<file path="config.mk">
export PLATFORM = sky130hd
export DESIGN_NAME = cpt_sat
export DESIGN_NICKNAME = d
export VERILOG_FILES = /design/src/rtl/cpt_sat.sv
export SDC_FILE = /design/constraint.sdc
export NUM_CORES = 1
export LEC_CHECK = 0
export ABC_AREA = 1
export BUFFER_PORTS_ARGS = -buffer_cell sky130_fd_sc_hd__buf_2
export CAP_MARGIN = 10
export CORE_MARGIN = 1
export CORE_UTILIZATION = 60
export DETAILED_ROUTE_END_ITERATION = 7
export PLACE_DENSITY = 0.95
export SETUP_SLACK_MARGIN = 0.1
export SLEW_MARGIN = 15
export SYNTH_ARGS = -nofsm -noshare
export SYNTH_HDL_FRONTEND = slang
export SYNTH_SLANG_ARGS = --single-unit
</file>
<file path="constraint.sdc">
create_clock -name vclk -period 3.3
set_clock_uncertainty 0.15 [all_clocks]
set_input_delay 0.66 -clock vclk [all_inputs]
set_output_delay 0.66 -clock vclk [all_outputs]
set_load 0.01 [all_outputs]
</file>
<file path="src/rtl/cpt_sat.sv">
// Shared saturating increment/decrement unit for the count updates.
`default_nettype none
module cpt_sat #(
    parameter int W = 32
) (
    input  wire logic         i_up,
    input  wire logic [W-1:0] i_value,
    output logic      [W-1:0] o_value
);
    always_comb begin
        if (i_up) begin
            o_value = (&i_value) ? i_value : i_value + W'(1);
        end else begin
            o_value = (i_value == '0) ? i_value : i_value - W'(1);
        end
    end
endmodule
`default_nettype wire

</file>
**Yosys cells after proc, flatten, opt, wreduce, memory -nomap -nowiden**

Index checks and enable logic that the tools add are counted.

- Logic and storage cells: 7
- Bits of input ports: 33
- Register bits: 0
- Output and inout port bits: 32

- Reduce and logical (&&, ||, !) cells: 2
- Add/sub/neg operators: 2
- Mux-type cells: 3

Operators with widths:

| cell | number |
|---|---|
| 32-bit 2-to-1 mux | 3 |
| 32-bit by 1-bit adder with 32-bit output (second input constant) | 1 |
| 32-bit logical NOT | 1 |
| 32-bit AND reduction | 1 |
| 32-bit by 1-bit subtractor with 32-bit output (second input constant) | 1 |

**Longest topological paths before layout**

Gate-level depths: netlist of run 1.

- Depth after elaboration: 3
- Depth in mapped cells: 13
- Gate-level depth less buffers: 11

**Worst setup path before layout of run 1**

Ideal clock, no wire load.

- Path kind: input to output
- Start point: in i_value[0]
- End point: out o_value[26]
- Arrival time: 1.925 ns
- Path buffers: 1
- Required time: 2.490 ns
- Setup slack: 0.565 ns
- Cell stages on the path: 11
- Path through: buf_2 inv_1 ha_1 nand2_1 nor2_2 nand2_1 nor2_1 nand2_1 nand2_1 nand3_1 nand2_1

- Cells in the longest elaborated chain, start to end: 3
- Elaborated cells between the ends (all ways): 7
- Those cells by class: add/sub: 2; mux: 3; reduce/logical: 2

RTL lines:

| what | RTL line | source |
|---|---|---|
| start, declared | 7 | `input wire logic [W-1:0] i_value,` |
| 32-bit by 1-bit subtractor with 32-bit output (tied with other cells) | 14 | `o_value = (i_value == '0) ? i_value : i_value - W'(1);` |
| 32-bit 2-to-1 mux (on tied branches) | 14, 12 |  |
| 32-bit 2-to-1 mux * | 11 | `if (i_up) begin` |
| end, declared | 8 | `output logic [W-1:0] o_value` |

Every way passes the cells marked *; elsewhere a longest branch is shown, timed or not.

**Final worst setup path of run 1**

- Start point: in i_value[0]
- End point: out o_value[0]

The elaborated chain is that of the path after synthesis.

==> run metrics, run 1 <==
Final Setup Violations=0; Mapped Cells=556; RSZ-0062 raised after global routing=no; Hold Path Class=input port to output port; slowest stage delay, CP=260 ps; synth warn=0; Seq Cell Count=0; Fmax=0.326 GHz; vias in the first global route=3118; clk_buf instances=0; Die ar.=4510 um2; critical-path cell list=buf_2, inv_1, ha_1, nand2_1, nor2_1, nand2_2, nor2_4, inv_2, nand2_1, nand2_1, nand2_1, nand2_1, buf_2; max-slew headroom at the worst pin=0.620; largest cells by area after synthesis=nand2_1, nor2_1, nand3_1, xor2_1, nand3_2; Port Buffers=65; Layout fillers=398; pin count of the biggest net entering global routing=32; first-pass GRT wire length=13600 um; Area Growth Syn to Fin=15.3%; detailed-route DRC error count=0; type of the worst setup path=input port to output port; Final ANT Viol Nets=0; min-delay src=i_value[31]; Site Rows=23; Synth area leader=nand2_1; accumulated negative setup slack=0 ps; GP Congestion=1.00; top-area cell type share of the netlist area=0.361; commonest non-fill, non-tap cell in the layout=nand2_1; ANT cells=0; vias per cell=5.60; multi-input logic area=2330 um2; crit path time final=3070 ps; Remaining Overflow, GRT=0; Initial DRC Count=248; Core Area=4030 um2; nets=652; WP data arrival=2260 ps; Critical Path Slowest Stage Cell=inv_2; Reg area=0 um2; hold path depth=6; fraction of layout instances using a drive strength above 1=0.189; Final Worst Setup Slack=228 ps; Worst setup SP type=input port; DP HPWL=6960 um; total number of vias=3716; Hold EP=o_value[31]; Hold Violations, Final=0; fin crit share=0.931; count of boundary I/O pins=65; Max FO, Critical Path=30; wire per inst=13.2 um; status=complete, no violations; pre-CTS setup slack=115 ps; critical path's most frequent cell=nand2_1; First-pass DRT Iterations=5; Syn Area/Cell=4.58 um2; antenna violations before repair=0; VDD IR max=0.0699 mV; die width=67.2 um; Netlist cell types=24; Static Leak=1.52 nW; max cap viols=0; Chip Height=67.2 um; Worst EP required=2490 ps; Global Route Usage Sum=0.385; initial core utilization=0.633; register area share after synthesis=0; Syn Nets=592; CP endpoint kind=output port; Worst-Margin Slew=570 ps; final-report max-slew violation count=0; pwr dens=90.9 nW/um2; Total Wirelength=8740 um; most frequent cells in the layout=nand2_1, nor2_1, nand3_1; synthesized cell area=2550 um2
==> what timing repair did <==
item                       CTS  global route
hold buffers                 0             0
resized for setup            0             8
setup endpoints to repair    0            23
setup buffers                0             1
==> final cells by class <==
| cell class | instances | share of cell area |
|---|---|---|
| timing repair buffer | 74 | 0.136 |
| inverter | 39 | 0.0498 |
| multi-input combinational | 501 | 0.793 |
| tap | 50 | 0.0213 |
==> how the worst max path moves through the flow <==
stage / start / end / slack, ps
after floorplan: i_value[0] / o_value[26] / 570
after global placement: i_value[1] / o_value[4] / 190
after detailed placement: i_value[1] / o_value[27] / 110
after CTS: i_value[1] / o_value[27] / 120
after global routing: i_value[0] / o_value[0] / 100
final: i_value[0] / o_value[0] / 230
==> logic make-up (layout without fill, tap and decap cells) <==
| group | count (synthesis) | in the layout | synth area share |
|---|---|---|---|
| AO/OA/AOI/OAI | 14 | 14 | 0.0285 |
| XOR/XNOR | 19 | 19 | 0.0653 |
| adder cells (fa/ha/maj) | 3 | 3 | 0.0147 |
| buffers and inverters | 55 | 113 | 0.0987 |
| AND/OR/NAND/NOR | 465 | 465 | 0.793 |
==> synthesized netlist by cell type <==
| master | number |
|---|---|
| buf_1 | 3 |
| buf_2 | 5 |
| buf_4 | 2 |
| buf_6 | 4 |
| clkbuf_1 | 1 |
| clkbuf_2 | 1 |
| ha_1 | 3 |
| inv_1 | 37 |
| inv_2 | 2 |
| nand2_1 | 245 |
| nand2_2 | 4 |
| nand2_4 | 1 |
| nand3_1 | 69 |
| nand3_2 | 15 |
| nand4_1 | 8 |
| nor2_1 | 106 |
| nor2_2 | 8 |
| nor2_4 | 3 |
| o21ai_0 | 13 |
| o31ai_1 | 1 |
| or2_1 | 1 |
| or2_2 | 5 |
| xnor2_1 | 1 |
| xor2_1 | 18 |
==> per-stage QoR <==
| step | area [um2] | power [mW] | util | cells | hold WS (ps) |
|---|---|---|---|---|---|
| 3_5_place_dp | 2890 | 0.259 | 0.718 | 663 | 1610 |
| 6_report | 2940 | 0.267 | 0.729 | 664 | 1620 |
| 3_3_place_gp | 2890 | 0.254 | 0.718 | 663 | 1590 |
| 4_1_cts | 2890 | 0.261 | 0.718 | 663 | 1610 |
| 5_1_grt | 2940 | 0.300 | 0.729 | 664 | 1680 |
| 2_1_floorplan | 2550 | 0.159 | - | 556 | 1350 |
==> per-layer routing <==
layer	wire (um)	vias to the layer above	track usage
li1	-	1863	-
met1	3670	1630	0.484
met2	4150	187	0.689
met3	552	36	0.0152
met4	370	0	0.138
met5	0	-	0
==> worst max-delay path, delay by kind of cell <==
family	cells	cell delay, ps
adder cells (fa/ha/maj)	1	180
AND/OR/NAND/NOR	8	750
buffers and inverters	4	680
==> power by group <==
part	switching, mW	internal (mW)	total (mW)
Sequential	0	0	0
Combinational	0.172	0.0946	0.267
Clock	0	0	0
Total	0.172	0.0946	0.267
(Power assumes the default switching activity.)
==> inputs of run 2 (changes only) <==
--- a/config.mk
+++ b/config.mk
@@ -5,11 +5,10 @@
 export SDC_FILE = /design/constraint.sdc
 export NUM_CORES = 1
 export LEC_CHECK = 0
-export ABC_AREA = 1
 export BUFFER_PORTS_ARGS = -buffer_cell sky130_fd_sc_hd__buf_2
 export CAP_MARGIN = 10
 export CORE_MARGIN = 1
-export CORE_UTILIZATION = 60
+export CORE_UTILIZATION = 53
 export DETAILED_ROUTE_END_ITERATION = 7
 export PLACE_DENSITY = 0.95
 export SETUP_SLACK_MARGIN = 0.1
==> run 2 against run 1 <==
The flow now stops in clock tree synthesis (4_1_cts). Synthesized cell count is 63% lower. Area after synthesis is 49% lower.
==> run metrics, run 2 <==
Synth area leader=xnor2_1; Chip Height=51.6 um (-23%); Netlist cell types=44 (+83%); Port Buffers=65 (unchanged); Site Rows=17 (-26%); Synth top cells by count=xnor2_1, nor2_1, nor3_1; # resized after CTS=50 (+50); count of boundary I/O pins=65 (unchanged); Tool Error=[ERROR DPL-0038] Utilization greater than 100%, impossible to legalize; count leader, synth=xnor2_1; largest cells by area after synthesis=xnor2_1, nor3_1, nor2_1, nand4_1, a31oi_1; top-area cell type share of the netlist area=0.182 (-0.179); Syn Nets=240 (-59%); placed cell area=2110 um2 (-27%); Setup Buffers After CTS=8 (+8); initial core utilization=0.577 (-0.0555); GP Congestion=1.01 (+0.55%); Failed at=clock tree synthesis (4_1_cts); Mapped Cells=204 (-63%); register area share after synthesis=0 (unchanged); synth warn=0 (unchanged); synthesized cell area=1300 um2 (-49%); hold buffers post-CTS=0 (unchanged); Syn Area/Cell=6.38 um2 (+39%); status=did not finish; pre-CTS setup slack=-675 ps (-790 ps); die width=51.6 um (-23%); DP HPWL=5390 um (-23%)
run 2: changes by cell type after synthesis, sizes merged, moves of 12 or more:
cell	before	now
nor3	0	19
xnor2	1	27
o21ai	13	1
xor2	18	4
nand3	84	11
nand2	250	9
inv	39	6
nor2	117	22
run 2: cell families after synthesis:
logic type	after synthesis	synth area share
buffers and inverters	19	0.0615
adders and majority gates	3	0.0288
and+or+nand+nor	112	0.476
xor gates and xnor gates	31	0.209
AOI/OAI and AO/OA	39	0.225
run 2: stage by stage:
step,instances,util
3_5_place_dp,345,0.934
3_3_place_gp,345,0.934
2_1_floorplan,204,-
==> inputs of run 3 (changes only) <==
--- a/config.mk
+++ b/config.mk
@@ -7,11 +7,10 @@
 export LEC_CHECK = 0
 export BUFFER_PORTS_ARGS = -buffer_cell sky130_fd_sc_hd__buf_2
 export CAP_MARGIN = 10
-export CORE_MARGIN = 1
-export CORE_UTILIZATION = 53
+export CORE_AREA = 2 2 63 65
 export DETAILED_ROUTE_END_ITERATION = 7
-export PLACE_DENSITY = 0.95
-export SETUP_SLACK_MARGIN = 0.1
+export DIE_AREA = 0 0 65 67
+export PLACE_DENSITY_LB_ADDON = 0.15
 export SLEW_MARGIN = 15
 export SYNTH_ARGS = -nofsm -noshare
 export SYNTH_HDL_FRONTEND = slang
==> run 3 against run 2 <==
The flow now finishes, with violations (negative setup slack). Synthesized cell count unchanged. Area after synthesis stayed put.
==> run metrics, run 3 <==
CP endpoint kind=output port; total number of vias=2089; max-slew headroom at the worst pin=0.649; antenna violations before repair=0; placed cell area=2150 um2 (+2.2%); fin crit share=1.16; multi-input logic area=1520 um2; multiplexer area fraction after synthesis=0 (unchanged); ANT cells=0; synthesized cell area=1300 um2 (unchanged); Final Setup Violations=32; fraction of layout instances using a drive strength above 1=0.557; nets=361; accumulated negative setup slack=-12580 ps; Max FO, Critical Path=5; Finished Core Util=0.683; vias in the first global route=1932; Site Rows=22 (+5); Core Area=3610 um2; Netlist cell types=44 (unchanged); Seq Cell Count=0; commonest non-fill, non-tap cell in the layout=buf_2; type of the worst setup path=input port to output port; die width=65 um (+26%); wire per inst=14.8 um; vias per cell=5.63; pin count of the biggest net entering global routing=13; Final ANT Viol Nets=0; detailed-route DRC error count=0; hold path depth=3; synth warn=0 (unchanged); Die ar.=4360 um2; Syn Nets=240 (unchanged); DP HPWL=4000 um (-26%); status=complete, but fails checks; design area=2460 um2; Syn Area/Cell=6.38 um2 (unchanged); largest cells by area after synthesis=xnor2_1, nor3_1, nor2_1, nand4_1, a31oi_1; WP data arrival=3020 ps; Synth top cells by count=xnor2_1, nor2_1, nor3_1; Total Wirelength=5480 um; count of boundary I/O pins=65 (unchanged); Worst setup SP type=input port; failing checks=negative setup slack; Mapped Cells=204 (unchanged); Chip Height=67 um (+30%); RSZ-0062 raised after global routing=yes; pre-CTS setup slack=-633 ps (+42.0 ps); Port Buffers=65 (unchanged); Remaining Overflow, GRT=0; post-synthesis adder-cell area fraction=0.0288 (unchanged); register area share after synthesis=0 (unchanged); total chip power=0.216 mW; critical-path cell list=buf_6, or4_4, or4_4, or4_4, o31a_1, buf_4, xnor2_1, buf_2; first-pass GRT wire length=8560 um; critical path's most frequent cell=or4_4; Critical Path Slowest Stage Cell=or4_4; Global Route Usage Sum=0.240; First-pass DRT Iterations=4; Hold Violations, Final=0; Final Worst Setup Slack=-529 ps; min-delay src=i_value[26]; Synth Area in Compound Gates=0.225 (unchanged); Reg area=0 um2; max cap viols=0; most frequent cells in the layout=buf_2, buf_4, xnor2_1; slowest stage delay, CP=550 ps; Worst EP required=2490 ps; main combinational cell family by area after synthesis=simple AND/OR/NAND/NOR gates; Static Leak=1.05 nW; Layout fillers=323; GP Congestion=0.952 (-5.3%); Hold Path Class=input port to output port; count leader, synth=xnor2_1; crit path time final=3830 ps; Initial DRC Count=146; top-area cell type share of the netlist area=0.182 (unchanged); VDD IR max=0.0574 mV; Area Growth Syn to Fin=89.2%; Worst-Margin Slew=522 ps; initial core utilization=0.361 (-0.216); Post-Synth XOR/XNOR Area=0.209 (unchanged); Hold EP=o_value[26]; pwr dens=87.8 nW/um2; clk_buf instances=0; Simple-Gate Fraction of Synth Area=0.476 (unchanged); final-report max-slew violation count=0; Final Hold Slack=1480 ps; Synth area leader=xnor2_1; Non-Filler Instances=371; Fmax=0.261 GHz; # placed instances=369 (+7.0%)
run 3: cell counts after synthesis:
Identical to the previous run, type by type.
run 3: cell families (layout without fill, tap and decap cells):
kind of cell | count (synthesis) | count (layout)
compound gates | 39 | 39
xor+xnor | 31 | 31
fa+ha+maj | 3 | 3
buf+inv | 19 | 138
simple gates | 112 | 112
run 3: critical path: cells and delay by family:
family | cells | cell delay (ps)
AND/OR/NAND/NOR | 3 | 1540
AO/OA/AOI/OAI | 1 | 300
XOR/XNOR | 1 | 130
buffers and inverters | 3 | 380
run 3: worst max-delay path by stage:
stage,startpoint,to
6_report,i_value[11],o_value[22]
5_1_grt,i_value[11],o_value[26]
4_1_cts,i_value[11],o_value[30]
3_5_place_dp,i_value[12],o_value[30]
3_3_place_gp,i_value[12],o_value[7]
2_1_floorplan,i_value[17],o_value[30]
run 3: routing by layer:
| metal | track usage | part of all wire | up-vias |
|---|---|---|---|
| li1 | - | - | 1022 |
| met1 | 0.310 | 0.41 | 964 |
| met2 | 0.446 | 0.51 | 87 |
| met3 | 0.00676 | 0.057 | 16 |
| met4 | 0.0452 | 0.025 | 0 |
| met5 | 0 | 0 | - |
run 3: power by group:
group / internal [mW] / total [mW] / leakage, nW / switching, mW
combinational: 0.104 / 0.216 / 1.05 / 0.112
clock: 0 / 0 / 0 / 0
sequential: 0 / 0 / 0 / 0
total: 0.104 / 0.216 / 1.05 / 0.112
run 3: layout make-up:
cell class	count	share of cell area
Inverter	6	0.00915
Multi-Input combinational cell	185	0.616
Timing Repair Buffer	132	0.351
Tap cell	48	0.0244
run 3: repair_timing:
item | CTS | global route
pin swaps | 27 | 33
resized for setup | 33 | 26
setup buffers | 3 | 1
cloned | 0 | 0
setup endpoints to repair | 32 | 32
hold buffers | 0 | 0
