===== config.mk =====
export PLATFORM = sky130hd
export DESIGN_NAME = cpt_ram
export DESIGN_NICKNAME = d
export VERILOG_FILES = /design/src/rtl/cpt_ram.sv
export SDC_FILE = /design/constraint.sdc
export NUM_CORES = 1
export LEC_CHECK = 0
export CAP_MARGIN = 20
export CORE_MARGIN = 2
export CORE_UTILIZATION = 45
export CTS_BUF_LIST = sky130_fd_sc_hd__clkbuf_16
export CTS_CLUSTER_DIAMETER = 120
export DETAILED_ROUTE_END_ITERATION = 10
export DONT_BUFFER_PORTS = 1
export PLACE_DENSITY_LB_ADDON = 0.1
export SYNTH_ARGS = -nofsm -noshare
export SYNTH_HDL_FRONTEND = slang
export SYNTH_SLANG_ARGS = --single-unit
export TNS_END_PERCENT = 20

===== constraint.sdc =====
create_clock -name i_clk -period 4.72 [get_ports i_clk]
set_input_delay 0.236 -clock i_clk [delete_from_list [all_inputs] [get_ports i_clk]]
set_output_delay 0.236 -clock i_clk [all_outputs]
set_load 0.01 [all_outputs]

===== src/rtl/cpt_ram.sv =====
// Generic single-port RAM with registered read.
`default_nettype none
module cpt_ram #(
    parameter int WIDTH = 8,
    parameter int DEPTH = 16
) (
    input  wire logic                     i_clk,
    input  wire logic                     i_we,
    input  wire logic [$clog2(DEPTH)-1:0] i_addr,
    input  wire logic [WIDTH-1:0]         i_wdata,
    output logic      [WIDTH-1:0]         o_rdata
);
    logic [WIDTH-1:0] r_mem [DEPTH];

    always_ff @(posedge i_clk) begin
        if (i_we) begin
            r_mem[i_addr] <= i_wdata;
        end
        o_rdata <= r_mem[i_addr];
    end
endmodule
`default_nettype wire


Yosys cells after proc, flatten, opt, wreduce, memory -nomap -nowiden
Memories as Yosys holds them, arrays and structs flattened. A register that Yosys moved wholly into a read port is not among the register bits.
Index checks and enable logic that the tools add are counted.
{ "classes": {"mux": 2} }
{ "ops": {"columns": ["cell", "count"], "rows": [
  ["1-bit two-way mux", 2]
]} }
{ "word_totals": {"out_inout_bits": 8, "mem_count": 1, "word_cells": 3, "in_bits": 14, "ff_bits": 0, "ram_bits": 128} }
{ "memory_table": {"columns": ["memory", "depth", "width", "rd", "rd_clocked_by_memory_dff", "write_ports", "line_no", "text"], "rows": [
  ["r_mem", 16, 8, 1, 1, 1, "13", "logic [WIDTH-1:0] r_mem [DEPTH];"]
]} }

Longest topological paths before layout
Gate-level depths: netlist of the first run.
{ "logic_depth": {"word_depth": 2, "depth_mapped": 5, "depth_no_buf": 3} }

Least setup slack after synthesis of the first run
Ideal clock, no wire load.
{ "synth_timing": {"path_kind": "input to register", "start": "input port i_addr[2]", "end": "memory r_mem[0][0], enable pin", "required_time_ps": 4337, "slack_ps": 2991, "setup_ps": 383, "cell_stages": 2, "arrival_time_ps": 1346, "path_buffers": 0, "cell_sequence": "or3b_2 nor3_1"} }
{ "synth_lines": {"columns": ["element", "line_no", "text"], "rows": [
  ["start: declaration", "9", "input wire logic [$clog2(DEPTH)-1:0] i_addr,"],
  ["end: declaration", "13", null]
]} }
No word-level cell before the write port.

Worst setup path in the final report of the first run
{ "layout_timing": {"start": "input port i_addr[2]", "end": "memory r_mem[0][1], enable pin"} }
No word-level cell before the write port.

==> results of run 1 <==
-- timing repair --
action	4_1_cts	5_1_grt
gates resized for setup	0	0
hold endpoints to repair	128	0
hold buffers	8	0
-- layout by cell type (no fill, tap or decap), types with 2 or more instances in the layout --
cell           count
edfxtp_1         128
mux4_2            32
clkbuf_16         17
a22oi_1           16
nor2_1            13
nand2_1            9
dlygate4sd3_1      8
dfxtp_1            8
nor3_1             4
clkinv_2           4
clkinv_1           4
inv_1              4
nor2b_1            2
nand3b_1           2
nand2b_1           2
-- registers in the layout (all words and copies together), names as in the netlist --
name and count:
o_rdata 8, r_mem 128
-- per-stage QoR --
step	setup slack, ns	hold WS, ns	total power [W]	util
finish	3.29	0.0559	0.00263	0.531
global route	3.24	0.0412	0.00271	0.531
CTS	3.08	0.0827	0.00264	0.530
detailed placement	2.64	0.336	0.00146	0.475
global placement	2.70	0.336	0.00146	0.474
floorplan	2.99	0.335	0.00145	-
-- routing by layer --
metal | up-vias | GRT usage | part of all wire
met2 | 52 | 0.273 | 0.47
met4 | 0 | 0.0643 | 0.0074
li1 | 1007 | - | -
met5 | - | 0 | 0
met3 | 5 | 0.0764 | 0.054
met1 | 1220 | 0.254 | 0.46
-- path summary, 6_finish.rpt --
path	startpoint	endpoint	slack [ns]	cells after the start
min	i_addr[1]	r_mem[8][5]$_DFFE_PP_	0.06	1
max reg2reg	r_mem[3][3]$_DFFE_PP_	o_rdata[3]$_DFF_P_	3.35	3
min reg2reg	r_mem[10][6]$_DFFE_PP_	o_rdata[6]$_DFF_P_	0.70	3
max	i_addr[2]	r_mem[0][1]$_DFFE_PP_	3.29	3
-- worst max-delay path, stage by stage --
cell	delay [ns]
or3b_2	0.50
nor3_1	0.51
clkbuf_2	0.29
-- cell type report --
cell class,instances,share of cell area
sequential,136,0.689
multi-input combinational,83,0.173
clock buffer,17,0.0732
tap,140,0.0301
timing repair buffer,12,0.0181
clock inverter,15,0.0166
antenna,1,0.000431
-- kinds of logic after synthesis --
group,Yosys count,synth area share
mux,32,0.142
buf+inv,11,0.0119
simple gates,35,0.0321
flops,136,0.790
compound gates,16,0.0237
-- power groups by stage --
stage	clock, W	combinational, W	sequential [W]
CTS	0.00118	0.0000981	0.00136
detailed placement	0	0.0000746	0.00139
global route	0.00124	0.000104	0.00137
floorplan	0	0.0000696	0.00139
finish	0.00117	0.0000975	0.00136
global placement	0	0.0000740	0.00139
==> impl_metrics.py, run 1 <==
metrics = {
    "final_layout": {
        "fillers": 869,
        "multiInputGateArea_sq_mm": 0.00100,
        "regArea_sq_mm": 0.00400,
        "fin_nets": 264,
        "finalInstanceArea_sq_mm": 0.00581,
        "area_growth_syn_to_layout_pct": 14.7,
        "layout-drive-gt1-share": 0.232,
        "fin_cells": 404,
    },
    "logic_synthesis": {
        "syn-num-nets": 244,
        "yosys-top-cells-count": "edfxtp_1, mux4_2, a22oi_1, nor2_1, nand2_1",
        "seq_area_frac_synth": 0.790,
        "yosys.area.top_type_share": 0.759,
        "synthArstFlopShare": 0,
        "synth_edf_count": 128,
        "mappedNetlistArea_sq_mm": 0.00507,
        "ys_types": 18,
        "yosys_warnings": 0,
        "syn_area_per_cell_sq_um": 22.0,
        "yosysTopAreaCell": "edfxtp_1",
        "postSynthCellCount": 230,
        "synthTopCellsByArea": "edfxtp_1, mux4_2, dfxtp_1",
        "synthMostInstantiatedCell": "edfxtp_1",
        "synth_ff_type": "edfxtp_1",
        "ys_seq_elements": 136,
    },
    "clocking": {
        "post_cts_buffers": 0,
        "insertion_delay_ns": 0.42,
        "cts_tree": "done",
        "numCtsBuffers": 17,
        "clock_sinks": 136,
        "clockBufferDepth": 2,
        "cts-root-buf": "clkbuf_16",
        "path_clk_slew_ns": 0.05,
        "cts_htree_levels": 4,
    },
    "power": {
        "p_leak_nw": 1.86,
        "combPwrFrac": 0.037,
        "switching_power_w": 0.000526,
        "p_seq_frac": 0.519,
        "p_int_w": 0.00210,
        "ir_drop_mv": 0.276,
        "sw_frac_of_total": 0.200,
        "power_density_mw_per_mm2": 452,
        "p_clk_frac": 0.444,
    },
    "drt": {
        "vias_per_cell": 5.65,
        "post-route-drc-count": 0,
        "ant_nets": 0,
        "drt-initial-drc-count": 161,
        "routed_wirelength_microns": 10000,
        "avgRoutedWirePerCell_microns": 24.8,
        "drtPass1Iterations": 4,
        "vias": 2284,
    },
    "floorplanning": {
        "fp-row-count": 38,
        "ios": 22,
        "start_util": 0.463,
        "fp.dieW_microns": 110,
        "die_area_sq_mm": 0.0121,
        "coreArea_sq_mm": 0.0109,
        "fp.dieH_microns": 110,
    },
    "timing": {
        "rsz0062_at_grt": "no",
        "fin_skew_ns": 0.00814,
        "relSlewSlack": 0.433,
        "fmaxAchievable_mhz": 700,
        "hold_viol_final": 0,
        "worstMarginPinSlew_ns": 0.847,
        "slew_violations": 0,
        "fin_setup_tns_ns": 0,
        "setup_viol": 0,
        "finalCritPeriodShare": 0.303,
        "period_needed_ns": 1.43,
    },
    "run_status": {
        "outcome": "finished clean",
    },
    "place": {
        "gp_congestion": 0.693,
        "io_buffers": 0,
        "place_area_sq_mm": 0.00519,
        "post-dp-hpwl_microns": 5770,
        "placedCellCount": 360,
    },
    "global_routing": {
        "grt_pass1_vias": 2380,
        "grt.total_usage": 0.186,
        "grt.overflow.total": 0,
        "grt_pass1_wl_microns": 14700,
        "grt_max_degree": 40,
        "antenna_found_initial": 1,
    },
    "worst_hold_path": {
        "hold_path.class": "in -> reg",
    },
    "critical_path": {
        "end_kind": "flop",
        "crit_path_start_kind": "input pin",
        "critPathKind": "in -> reg",
        "crit_fanout": 8,
        "crit_arrival_ns": 1.54,
        "cp.required_ns": 4.84,
    },
    "flow_run": {
        "drv_cap": 0,
    },
}
Power figures use the tool's default switching activity.
==> inputs of run 2 (changes only) <==
==> constraint.sdc (replaced) <==
create_clock -name i_clk -period 1.17 [get_ports i_clk]
set_input_delay 0.0585 -clock i_clk [delete_from_list [all_inputs] [get_ports i_clk]]
set_output_delay 0.0585 -clock i_clk [all_outputs]
set_load 0.01 [all_outputs]
==> impl_metrics.py, run 2 (same netlist as run 1, synthesis figures left out) <==
metrics = {
    "global_routing": {
        "antenna_found_initial": 0,
        "grt_pass1_vias": 2529,
        "grt.total_usage": 0.183,
        "grt_pass1_wl_microns": 15000,
        "grt.overflow.total": 0,
        "grtUsageMet1": 0.232,
        "grt_max_degree": 40,
        "top_usage_layer": "met2",
        "met2_usage": 0.283,
        "use_met3": 0.0682,
    },
    "critical_path": {
        "r2r_slack_ns": -0.14,
        "cp.required_ns": 1.46,
        "critPathSlowestCell": "mux4_2",
        "crit_chain": "mux4_2 > a22oi_2 > nand2_1",
        "end_kind": "flop",
        "critPathKind": "reg -> reg",
        "cp_slowest_stage_delay_ns": 0.50,
        "crit_path_start_kind": "flop",
        "crit_arrival_ns": 1.61,
        "crit_fanout": 1,
    },
    "power": {
        "p_seq_frac": 0.518,
        "p_clk_frac": 0.440,
        "switching_power_w": 0.00214,
        "p_leak_nw": 1.89,
        "ir_drop_mv": 1.15,
        "combPwrFrac": 0.042,
        "p_int_w": 0.00850,
        "sw_frac_of_total": 0.201,
        "power_density_mw_per_mm2": 1770,
    },
    "clocking": {
        "cts_tree": "done",
        "post_cts_buffers": 0,
        "insertion_delay_ns": 0.41,
        "cts_hold_buf": 9,
        "clock_sinks": 136,
        "path_clk_slew_ns": 0.06,
        "clockBufferDepth": 2,
        "cts-root-buf": "clkbuf_16",
        "cts_htree_levels": 4,
        "numCtsBuffers": 17,
    },
    "drt": {
        "routed_wirelength_microns": 9730,
        "drt-initial-drc-count": 127,
        "vias_per_cell": 5.73,
        "avgRoutedWirePerCell_microns": 24.0,
        "post-route-drc-count": 0,
        "vias": 2326,
        "ant_nets": 0,
        "drtPass1Iterations": 4,
    },
    "timing": {
        "fin_ws_ns": -0.143,
        "period_needed_ns": 1.31,
        "whs_ns": -0.0000950,
        "worstMarginPinSlew_ns": 0.779,
        "setup_viol": 8,
        "relSlewSlack": 0.480,
        "finalCritPeriodShare": 1.12,
        "fin_skew_ns": 0.00659,
        "slew_violations": 0,
        "fin_setup_tns_ns": -0.826,
        "hold_viol_final": 1,
        "rsz0062_at_grt": "yes",
        "fmaxAchievable_mhz": 762,
    },
    "floorplanning": {
        "start_util": 0.463,
        "coreArea_sq_mm": 0.0109,
        "fp.dieH_microns": 110,
        "ios": 22,
        "die_area_sq_mm": 0.0121,
        "fp.dieW_microns": 110,
        "fp-row-count": 38,
    },
    "final_layout": {
        "n_antenna_cell": 0,
        "multiInputGateArea_sq_mm": 0.00116,
        "area_growth_syn_to_layout_pct": 18.7,
        "largest_register_ffs": 128,
        "final_common_cell": "edfxtp_1",
        "fin_nets": 267,
        "final_cell_mix": "edfxtp_1, mux4_2, clkbuf_16, nor2_4, a22oi_1",
        "layout-drive-gt1-share": 0.346,
        "reg_top3": "r_mem: 128 flops, o_rdata: 8 flops",
        "regArea_sq_mm": 0.00400,
        "largest_register": "r_mem",
        "fillers": 832,
    },
    "place": {
        "gp_congestion": 0.714,
        "io_buffers": 0,
        "post-dp-hpwl_microns": 6120,
        "pre_cts_slack_ns": -0.230,
    },
    "worst_hold_path": {
        "hold_path.class": "in -> reg",
    },
    "run_status": {
        "outcome": "finished with violations",
        "violations": "hold timing, setup timing",
    },
    "flow_run": {
        "drv_cap": 0,
    },
}
run 2: changes by cell type in the layout (fill, tap and decap cells not counted), moves of 4 or more:
cell     before  now
a22oi_2       0    7
a22oi_1      16    9
nor2_4        0   12
nor3_1        4    0
buf_4         1    6
nor2_1       13    1
run 2: cell type report:
class                      count  share of cell area
clock inverter                15              0.0166
tap                          140              0.0291
timing repair buffer          15              0.0241
multi-input combinational     83               0.194
clock buffer                  17              0.0707
sequential                   136               0.666
run 2: per-layer routing:
metal  routed length [microns]  share of wire
met1                      4290           0.44
met2                      4810           0.49
met3                       483          0.050
met4                       148          0.015
met5                         0              0
run 2: critical path, delay by kind of cell (launching register included):
kind            cells  cell delay (ns)
mux                 1             0.50
compound gates      1             0.22
flops               1             0.37
simple gates        1             0.10
run 2: worst paths after layout:
path	depth (start not counted)	endpoint	start
max	3	o_rdata[0]$_DFF_P_	r_mem[3][0]$_DFFE_PP_
min	2	r_mem[0][7]$_DFFE_PP_	i_addr[0]
max reg2reg	3	o_rdata[0]$_DFF_P_	r_mem[3][0]$_DFFE_PP_
min reg2reg	3	o_rdata[6]$_DFF_P_	r_mem[14][6]$_DFFE_PP_
run 2: power by group through the flow:
| stage | sequential (W) | clock, W | combinational, W |
|---|---|---|---|
| 6_report | 0.00551 | 0.00468 | 0.000446 |
| 5_1_grt | 0.00552 | 0.00499 | 0.000476 |
| 4_1_cts | 0.00551 | 0.00476 | 0.000448 |
| 3_5_place_dp | 0.00561 | 0 | 0.000323 |
| 3_3_place_gp | 0.00560 | 0 | 0.000318 |
| 2_1_floorplan | 0.00559 | 0 | 0.000315 |
run 2: repair_timing:
action                                  in CTS  in global routing
hold endpoints to repair                   144                 11
pin swaps                                    6                  3
resized for setup                            6                  1
endpoints found under the setup margin       8                  8
run 2: metrics by stage:
stage | util | hold WS (ns) | power, W | std cells | area, sq um
global placement | 0.490 | 0.158 | 0.00592 | 365 | 5350
detailed placement | 0.490 | 0.158 | 0.00593 | 365 | 5350
global route | 0.550 | -0.0280 | 0.0110 | 406 | 6010
CTS | 0.550 | -0.0318 | 0.0107 | 406 | 6010
floorplan | - | 0.157 | 0.00590 | 230 | 5200
finish | 0.550 | -0.0000950 | 0.0106 | 406 | 6010
==> inputs of run 3 (changes only) <==
--- a/config.mk
+++ b/config.mk
@@ -13,6 +13,7 @@
 export DETAILED_ROUTE_END_ITERATION = 10
 export DONT_BUFFER_PORTS = 1
 export PLACE_DENSITY_LB_ADDON = 0.1
+export RECOVER_POWER = 100
 export SYNTH_ARGS = -nofsm -noshare
 export SYNTH_HDL_FRONTEND = slang
 export SYNTH_SLANG_ARGS = --single-unit
==> impl_metrics.py, run 3 (same netlist as run 1, synthesis figures left out) <==
metrics = {
    "timing": {
        "fin_ws_ns": -0.137,
        "slew_violations": 0,
        "fin_setup_tns_ns": -0.801,
        "whs_ns": 0.0130,
        "period_needed_ns": 1.31,
        "fin_skew_ns": 0.00647,
        "rsz0062_at_grt": "yes",
        "hold_viol_final": 0,
        "relSlewSlack": 0.419,
        "worstMarginPinSlew_ns": 0.868,
        "finalCritPeriodShare": 1.12,
        "fmaxAchievable_mhz": 765,
        "setup_viol": 8,
    },
    "worst_hold_path": {
        "holdCritStartpoint": "i_addr[0]",
        "hold_depth": 3,
        "whs_endpoint": "o_rdata[6]$_DFF_P_",
        "hold_path.class": "in -> reg",
    },
    "final_layout": {
        "final_cell_mix": "edfxtp_1, mux4_2, clkbuf_16, a22oi_1",
        "regArea_sq_mm": 0.00400,
        "n_antenna_cell": 0,
        "fillers": 849,
        "area_growth_syn_to_layout_pct": 16.1,
        "largest_register": "r_mem",
        "final_common_cell": "edfxtp_1",
        "final_util": 0.538,
        "largest_register_ffs": 128,
        "multiInputGateArea_sq_mm": 0.00106,
        "reg_top3": "r_mem: 128 flops, o_rdata: 8 flops",
        "layout-drive-gt1-share": 0.274,
        "fin_nets": 267,
    },
    "power": {
        "combPwrFrac": 0.039,
        "sw_frac_of_total": 0.200,
        "p_int_w": 0.00849,
        "ir_drop_mv": 1.16,
        "p_leak_nw": 1.86,
        "finalPower_w": 0.0106,
        "switching_power_w": 0.00212,
        "power_density_mw_per_mm2": 1800,
        "p_clk_frac": 0.442,
        "p_seq_frac": 0.519,
    },
    "critical_path": {
        "critPathSlowestCell": "mux4_2",
        "cp.buffers_inverters": 0,
        "r2r_cells": 3,
        "cp.required_ns": 1.47,
        "end_kind": "flop",
        "crit_fanout": 1,
        "cpLargestDelayFamily": "multiplexers",
        "r2r-start": "r_mem[3][0]$_DFFE_PP_",
        "cp_slowest_stage_delay_ns": 0.50,
        "crit_arrival_ns": 1.60,
        "r2r_end": "o_rdata[0]$_DFF_P_",
        "crit_chain": "mux4_2 > a22oi_2 > nand2_1",
        "r2r_slack_ns": -0.14,
        "critPathKind": "reg -> reg",
        "crit_path_start_kind": "flop",
    },
    "clocking": {
        "numCtsBuffers": 17,
        "path_clk_slew_ns": 0.06,
        "cts-root-buf": "clkbuf_16",
        "cts_hold_buf": 9,
        "post_cts_buffers": 0,
        "cts_tree": "done",
        "cts_htree_levels": 4,
        "insertion_delay_ns": 0.41,
        "clock_sinks": 136,
        "clockBufferDepth": 2,
    },
    "run_status": {
        "outcome": "finished with violations",
        "violations": "setup timing",
    },
    "floorplanning": {
        "fp.dieH_microns": 110,
        "coreArea_sq_mm": 0.0109,
        "ios": 22,
        "die_area_sq_mm": 0.0121,
        "start_util": 0.463,
        "fp.dieW_microns": 110,
        "fp-row-count": 38,
    },
    "place": {
        "post-dp-hpwl_microns": 6120,
        "io_buffers": 0,
        "gp_congestion": 0.714,
    },
    "drt": {
        "routed_wirelength_microns": 9770,
        "drtPass1Iterations": 4,
        "vias": 2316,
        "drt-initial-drc-count": 133,
        "ant_nets": 0,
        "avgRoutedWirePerCell_microns": 24.1,
        "vias_per_cell": 5.70,
        "post-route-drc-count": 0,
    },
    "global_routing": {
        "grt_max_degree": 40,
        "grt.total_usage": 0.183,
        "grt_pass1_vias": 2529,
        "antenna_found_initial": 0,
        "grt.overflow.total": 0,
        "grt_pass1_wl_microns": 15000,
    },
    "flow_run": {
        "drv_cap": 0,
    },
}
==> run 3: worst reg2reg max path, stage by stage, from the launching register on <==
cell and delay, ns:
edfxtp_1 0.37, mux4_2 0.50, a22oi_2 0.21, nand2_1 0.10
==> run 3: metrics by stage <==
step                cell area [sq um]  cells  setup WS (ns)
detailed placement               5350    365         -0.230
floorplan                        5200    230        -0.0673
global placement                 5350    365         -0.180
global route                     5890    406         -0.159
finish                           5890    406         -0.137
CTS                              6010    406         -0.157
==> run 3: power groups by stage <==
| stage | clock network, W | registers (W) | logic (W) |
|---|---|---|---|
| 2_1_floorplan | 0 | 0.00559 | 0.000315 |
| 3_3_place_gp | 0 | 0.00560 | 0.000318 |
| 3_5_place_dp | 0 | 0.00561 | 0.000323 |
| 4_1_cts | 0.00476 | 0.00551 | 0.000448 |
| 5_1_grt | 0.00499 | 0.00552 | 0.000446 |
| 6_report | 0.00469 | 0.00551 | 0.000415 |
==> run 3: worst max-delay path by stage <==
stage / start / end / slack, ns / depth (start not counted)
4_1_cts: r_mem[3][0]$_DFFE_PP_ / o_rdata[0]$_DFF_P_ / -0.16 / 3
3_3_place_gp: r_mem[3][4]$_DFFE_PP_ / o_rdata[4]$_DFF_P_ / -0.18 / 3
2_1_floorplan: i_addr[1] / r_mem[8][0]$_DFFE_PP_ / -0.07 / 3
3_5_place_dp: r_mem[3][0]$_DFFE_PP_ / o_rdata[0]$_DFF_P_ / -0.23 / 3
6_report: r_mem[3][0]$_DFFE_PP_ / o_rdata[0]$_DFF_P_ / -0.14 / 3
5_1_grt: r_mem[3][2]$_DFFE_PP_ / o_rdata[2]$_DFF_P_ / -0.16 / 3
==> run 3: routing by layer <==
layer  global-route usage  wire length (microns)
met1                0.232                   4210
met2                0.283                   4800
met3               0.0682                    581
met4               0.0813                    180
met5                    0                      0
==> run 3: cell type report <==
class	count	share of cell area
clock inverter	15	0.0170
clock buffer	17	0.0723
tap	140	0.0298
timing repair buffer	15	0.0208
sequential	136	0.680
multi-input combinational	83	0.180
==> run 3: repair_timing <==
item | CTS | global route
gates resized for setup | 6 | 1
endpoints found under the hold margin | 144 | 11
pin swaps | 6 | 3
setup endpoints to repair | 8 | 8
